## src/hdl/imu_cf_pkg.sv

```systemverilog
// Shared types, constants and the arctangent table for the IMU complementary filter.
package imu_cf_pkg;

    localparam int CordicIterations = 16;
    localparam int AtanTableLen     = 24;
    localparam int CordicSteps      = (CordicIterations < AtanTableLen) ?
                                      CordicIterations : AtanTableLen;
    localparam int QueueDepth       = 2;

    localparam logic [1:0] RegGyroGain    = 2'd0;
    localparam logic [1:0] RegBlendWeight = 2'd1;
    localparam logic [1:0] RegForceLow    = 2'd2;
    localparam logic [1:0] RegForceHigh   = 2'd3;

    typedef struct packed {
        logic signed [15:0] accel_x;
        logic signed [15:0] accel_y;
        logic signed [15:0] accel_z;
        logic signed [15:0] rate_x;
        logic signed [15:0] rate_y;
    } t_sample;

    typedef struct packed {
        logic signed [31:0] angle_x_out;
        logic signed [31:0] angle_y_out;
        logic               accel_blended;
    } t_result;

    typedef struct packed {
        logic signed [15:0] accel_x;
        logic signed [15:0] accel_y;
        logic signed [15:0] accel_z;
        logic signed [15:0] rate_x;
        logic signed [15:0] rate_y;
        logic               blend;
    } t_job;

    typedef struct packed {
        logic [23:0] gyro_gain;
        logic [16:0] weight;
        logic [16:0] force_low;
        logic [16:0] force_high;
    } t_cfg;

    function automatic logic [21:0] atan_deg(input logic [4:0] idx);
        logic [21:0] v;
        case (idx)
            5'd0:  v = 22'd2949120;
            5'd1:  v = 22'd1740967;
            5'd2:  v = 22'd919879;
            5'd3:  v = 22'd466945;
            5'd4:  v = 22'd234379;
            5'd5:  v = 22'd117304;
            5'd6:  v = 22'd58666;
            5'd7:  v = 22'd29335;
            5'd8:  v = 22'd14668;
            5'd9:  v = 22'd7334;
            5'd10: v = 22'd3667;
            5'd11: v = 22'd1833;
            5'd12: v = 22'd917;
            5'd13: v = 22'd458;
            5'd14: v = 22'd229;
            5'd15: v = 22'd115;
            5'd16: v = 22'd57;
            5'd17: v = 22'd29;
            5'd18: v = 22'd14;
            5'd19: v = 22'd7;
            5'd20: v = 22'd4;
            5'd21: v = 22'd2;
            5'd22: v = 22'd1;
            default: v = 22'd0;
        endcase
        return v;
    endfunction

endpackage

```

## src/hdl/imu_cf_front.sv

```systemverilog
// Front end: accepts samples, decides blending and feeds a two-entry queue.
module imu_cf_front (
    input  logic                  i_clk,
    input  logic                  i_rst_n,
    input  logic                  i_valid,
    output logic                  o_ready,
    input  imu_cf_pkg::t_sample   i_sample,
    input  logic [16:0]           i_force_low,
    input  logic [16:0]           i_force_high,
    output logic                  o_valid,
    input  logic                  i_ready,
    output imu_cf_pkg::t_job      o_job
);
    imu_cf_pkg::t_job r_q [imu_cf_pkg::QueueDepth];
    logic r_wp, r_rp;
    logic [1:0] r_cnt;
    logic [15:0] ax, ay, az;
    logic [16:0] mag;
    logic push, pop;
    imu_cf_pkg::t_job job;

    always_comb begin
        ax  = i_sample.accel_x[15] ? 16'(-i_sample.accel_x) : i_sample.accel_x;
        ay  = i_sample.accel_y[15] ? 16'(-i_sample.accel_y) : i_sample.accel_y;
        az  = i_sample.accel_z[15] ? 16'(-i_sample.accel_z) : i_sample.accel_z;
        mag = 17'(ax) + 17'(ay) + 17'(az);
        job.accel_x = i_sample.accel_x;
        job.accel_y = i_sample.accel_y;
        job.accel_z = i_sample.accel_z;
        job.rate_x  = i_sample.rate_x;
        job.rate_y  = i_sample.rate_y;
        job.blend   = (mag > i_force_low) && (mag < i_force_high);
    end

    assign o_ready = (r_cnt != 2'd2);
    assign o_valid = (r_cnt != 2'd0);
    assign o_job   = r_q[r_rp];
    assign push    = i_valid && o_ready;
    assign pop     = o_valid && i_ready;

    always_ff @(posedge i_clk) begin
        if (push) begin
            r_q[r_wp] <= job;
        end
        if (!i_rst_n) begin
            r_wp  <= 1'b0;
            r_rp  <= 1'b0;
            r_cnt <= 2'd0;
        end else begin
            if (push) r_wp <= ~r_wp;
            if (pop)  r_rp <= ~r_rp;
            r_cnt <= r_cnt + 2'(push) - 2'(pop);
        end
    end

`ifndef SYNTHESIS
    a_no_overflow: assert property (@(posedge i_clk) disable iff (!i_rst_n)
        r_cnt == 2'd2 |-> !o_ready) else $error("queue overfilled");
    a_cnt_range: assert property (@(posedge i_clk) disable iff (!i_rst_n)
        r_cnt != 2'd3) else $error("queue count out of range");
    a_push_fill: assert property (@(posedge i_clk) disable iff (!i_rst_n)
        push && !pop |=> r_cnt == $past(r_cnt) + 2'd1) else $error("lost request");
`endif
endmodule

```

## config.mk

```make
export PLATFORM = sky130hd
export DESIGN_NAME = imu_cf_front
export DESIGN_NICKNAME = d
export VERILOG_FILES = /design/src/hdl/imu_cf_pkg.sv /design/src/hdl/imu_cf_front.sv
export SDC_FILE = /design/constraint.sdc
export NUM_CORES = 1
export LEC_CHECK = 0
export ABC_AREA = 1
export ABC_CLOCK_PERIOD_IN_PS = 9400
export BUFFER_PORTS_ARGS = -buffer_cell sky130_fd_sc_hd__buf_4
export CAP_MARGIN = 30
export CORE_ASPECT_RATIO = 0.7
export CORE_UTILIZATION = 40
export CTS_BUF_LIST = sky130_fd_sc_hd__clkbuf_4 sky130_fd_sc_hd__clkbuf_8
export DETAILED_ROUTE_END_ITERATION = 12
export PLACE_DENSITY_LB_ADDON = 0.12
export REMOVE_ABC_BUFFERS = 1
export SYNTH_ARGS = -nofsm -noshare
export SYNTH_HDL_FRONTEND = slang
export SYNTH_SLANG_ARGS = --single-unit
```

## constraint.sdc

```tcl
create_clock -name i_clk -period 9.4 [get_ports i_clk]
set_input_delay 1.41 -clock i_clk [delete_from_list [all_inputs] [get_ports i_clk]]
set_output_delay 1.41 -clock i_clk [all_outputs]
set_load 0.02 [all_outputs]
```

* Word level (Yosys, flattened, before mapping)
Memory sizes are Yosys's and may differ from the RTL's. A register that Yosys moved wholly into a read port is not among the register bits.
Index checks and enable logic that the tools add are counted.
** Word-level totals
- Memories :: 1
- RAM bits :: 162
- Bits in registers :: 4
- Word-level logic and storage cells :: 27
- Output and inout port bits :: 83
- Bits of input ports :: 118
** Memory list
- r_q :: words 2, bits a word 81, rd ports 1, clocked after Yosys merged registers in 1, write ports 1, line imu_cf_front.sv:14 : imu_cf_pkg::t_job r_q [imu_cf_pkg::QueueDepth];
** Cells by class
- Bitwise gates (word level) :: 2
- Order comparisons :: 2
- Add/sub/neg operators :: 7
- Multiplexer cells :: 7
- Eq/ne operators :: 1
- Reductions and logical operators :: 4
** Operator list (number)
- 2-to-1 mux 16 bit :: 3
- negator 16 bit :: 3
- adder 16 x 16 -> 17 bit :: 1
- adder 17 x 16 -> 17 bit :: 1
- greater-than comparator 17 bit :: 1
- less-than comparator 17 bit :: 1
- 2-to-1 mux 1 bit :: 4
- logical AND 1 bit :: 3
- adder 2 x 1 -> 2 bit :: 1
- != test 2 bit (second input constant) :: 1
- NOT 1 bit :: 2
- nonzero test 2 bit :: 1
- subtractor 2 x 1 -> 2 bit :: 1

* Longest topological paths before layout
- Word-level depth :: 6
- Gate-level depth with buffers :: 26
- Mapped depth without buffers :: 26

* Worst setup path before layout
OpenSTA, ideal clock, no wires.
- Path type :: input -> register
- Start point :: in i_valid
- End point :: mem r_q[0][0] in the netlist's numbering (enable)
- Stages on the path :: 2
- Setup slack :: 3.972 ns
- Setup time :: 0.521 ns
- Data arrival time :: 4.907 ns
- Data required time :: 8.879 ns
- Path buffers :: 0
- Cell sequence :: nand2_1 > nor2_1
** Between the ends
- Longest elaborated chain between the ends :: 3
** Ends and longest elaborated chain
- start: declaration :: line imu_cf_front.sv:5 : input logic i_valid,
- logical AND 1 bit :: line imu_cf_front.sv:38 : assign push = i_valid && o_ready;
- 2-to-1 mux 1 bit :: line imu_cf_front.sv:42 : if (push) begin
- 2-to-1 mux 1 bit (not written as such) :: line imu_cf_front.sv:43 : r_q[r_wp] <= job;
- end: declaration :: line imu_cf_front.sv:14
Every way passes these cells.

==> metrics <==
status=finished clean; Post-DP HPWL=around 16,000 microns; largest net degree at the start of global routing=49; clk buf depth=2; Static Leakage=5.27 nW; GRT met2 Usage=approximately a quarter; share of layout cells above drive strength 1=~31%; synth-to-layout area growth=23.9%; Antenna diodes=0; IO Port Bufs=200; number of enable flip-flop cells after synthesis=between 150 and 200; Clock Tree Root=clkbuf_8; Pins Over Slew Limit=0; Num CTS Buffers=17; initial antenna violation count=0; syn avg cell area=10.9 sq um; max_slew headroom=53.2%; Peak supply drop=roughly 0.15 mV; Setup Skew=between 8 and 9 ps; Setup TNS=0 ps; FF+latch count, synth=about 170; fmax=189 MHz; DR vias/cell=between 4 and 5; WL/cell=15.3 microns; # DRC=0; Post-CTS Repair Setup Buffers=0; Mapped Cells=between 800 and 900; I/O pins=roughly 200; post-synthesis instance area=9410 sq um; endpoints failing setup=0; critical path type=primary input to flip-flop; clk slew on worst S/H paths=90 ps; Die Ht=approximately 130 microns; Unique masters post-synth=35; Final #Nets=around 1,300; WL final=between 20,000 and 25,000 microns; Rows=46; first-pass GRT wire length=roughly 33,000 microns; Post-DRT Antenna Nets=0; vias in the first global route=6,310; htree depth=4; drt pass-1 iters=5; critical path endpoint category=flip-flop; gr usage total=a little under a fifth; Reg-to-Reg Start=r_cnt[0]; shortest period the worst path allows=roughly 5300 ps; reg-to-reg slack, setup=between 7000 and 8000 ps; most common cell after layout, fill and taps aside=buf_4; Die X=between 150 and 200 microns; Initial DRC Count=403; hold path startpoint=r_rp; met1 GRT Util=between 20% and 30%; CP required=roughly 9600 ps; GPL Wtd Cong=~0.87; area of the die=24,200 sq um; async set-reset flop share out of synthesis=0%; CTS hold repair buffers=0; Tightest Pin Transition=702 ps; r2r worst-path depth=5; via count=around 6,500; crit share post-route=between 50 and 60%; Ys Warns=0; fillcell total=approximately 2,100; ys flop type=edfxtp_1; CP arrival=roughly 5500 ps; GR peak layer=met1; final global-route overflow total=0; Worst Path Max Fanout=4; Starting Density=about two fifths; PD cells=232 nW/um^2; Seq/Total Area, Yosys=52.7%; CTS tree=built; Sink Count=approximately 170; highest-count cells in the layout ignoring fill and taps=buf_4, inv_1, edfxtp_1; RSZ-0062 raised after global routing=no; Hold Crit Depth=1; core box area=about 23,000 sq um; RR Endpoint=r_q[1][47]; Final Hold Vio Count=0; cts repair resizes=0; Clock Latency Late Sink=about 450 ps; Hold Path Class=flip-flop to flip-flop; CP Launch Type=primary input; met3 Usage GRT=5.78%; total power=approximately 2.7 mW; max-cap violations=0
==> cell families (layout without fill, tap and decap cells) <==
family | after synthesis | count (layout) | synth area share [%]
DFF | 167 | 167 | 52.7
AOI/OAI and AO/OA | 63 | 63 | 3.60
muxes | 81 | 81 | 9.69
buffers and inverters | 177 | 400 | 7.26
adders and majority gates | 70 | 70 | 10.7
and+or+nand+nor | 271 | 271 | 12.8
xor gates and xnor gates | 35 | 35 | 3.26
==> how the worst max path moves through the flow <==
stage	from	cells after the start	endpoint
3_3_place_gp	i_sample[49]	25	r_q[0][0]
6_report	i_sample[49]	25	r_q[0][0]
3_5_place_dp	i_sample[49]	25	r_q[0][0]
5_1_grt	i_sample[48]	25	r_q[0][0]
4_1_cts	i_sample[49]	25	r_q[0][0]
2_1_floorplan	i_valid	2	r_q[0][0]
==> cells in the mapped netlist, types with 2 or more instances <==
master / number / share of area (%)
inv_1: 163 / 6.5
edfxtp_1: 162 / 52
nand2_1: 156 / 6.2
mux2_2: 81 / 9.7
ha_1: 53 / 7.0
nor2_1: 40 / 1.6
a21oi_1: 33 / 1.8
nand3_1: 32 / 1.7
xor2_1: 30 / 2.8
o21ai_0: 18 / 0.96
fa_1: 17 / 3.6
nand4_1: 13 / 0.86
buf_2: 12 / 0.64
nand3b_1: 7 / 0.56
nor2_2: 6 / 0.40
dfxtp_1: 5 / 1.1
xnor2_1: 5 / 0.47
nor3_1: 4 / 0.21
a21o_1: 3 / 0.24
nand3_2: 3 / 0.32
a31oi_1: 2 / 0.13
nand2_2: 2 / 0.13
nor4_1: 2 / 0.13
nor4_2: 2 / 0.27
o21ai_1: 2 / 0.11
o31ai_1: 2 / 0.16
==> cell type report <==
type / count / area, sq um / share of cell area [%]
Clock inverter: 13 / 131 / 1.13
Tap cell: 312 / 390 / 3.35
Timing Repair Buffer: 205 / 1540 / 13.2
Multi-Input combinational cell: 520 / 3780 / 32.4
Clock buffer: 18 / 241 / 2.07
Sequential cell: 167 / 4970 / 42.6
Inverter: 164 / 616 / 5.28
==> power by group <==
part	total (mW)	internal, mW	switching [mW]
sequential	0.989	0.950	0.0391
combinational	1.23	0.509	0.717
clock	0.495	0.236	0.259
==> worst max-delay path, stage by stage <==
cell	delay (ps)
buf_4	130
inv_1	160
ha_1	210
nand4_1	200
nor2_2	160
nand2_1	60
nand2_1	70
xor2_1	240
inv_1	100
fa_1	510
inv_1	40
ha_1	340
a21oi_1	300
o21bai_1	130
a21oi_1	220
nand2_1	80
nand2_1	60
nand2_1	70
ha_1	280
nand2_1	60
nor2_1	210
and2_1	200
nand4_1	110
nand3_1	120
nor2_1	60
==> routing by layer <==
| metal | part of all wire [%] | vias up |
|---|---|---|
| li1 | - | 3307 |
| met1 | 51 | 3044 |
| met2 | 40 | 179 |
| met3 | 8.0 | 17 |
| met4 | 1.0 | 0 |
| met5 | 0 | - |
==> registers in the layout (all words and copies together), names as in the netlist, named ones only <==
register,flops
r_q,162
r_wp,1
r_rp,1
r_cnt,2
==> stage by stage <==
stage	setup WS [ps]	instance area, sq um	utilization (%)	std cells	hold slack (ps)
final	4100	11700	51.1	1399	450
after global routing	3650	11700	51.1	1399	473
after global placement	3680	11300	49.4	1368	429
after floorplan	3970	9350	-	851	425
after CTS	4170	11700	51.1	1399	455
after detailed placement	3680	11300	49.4	1368	439
No activity file was read; power rests on OpenSTA's default activity.
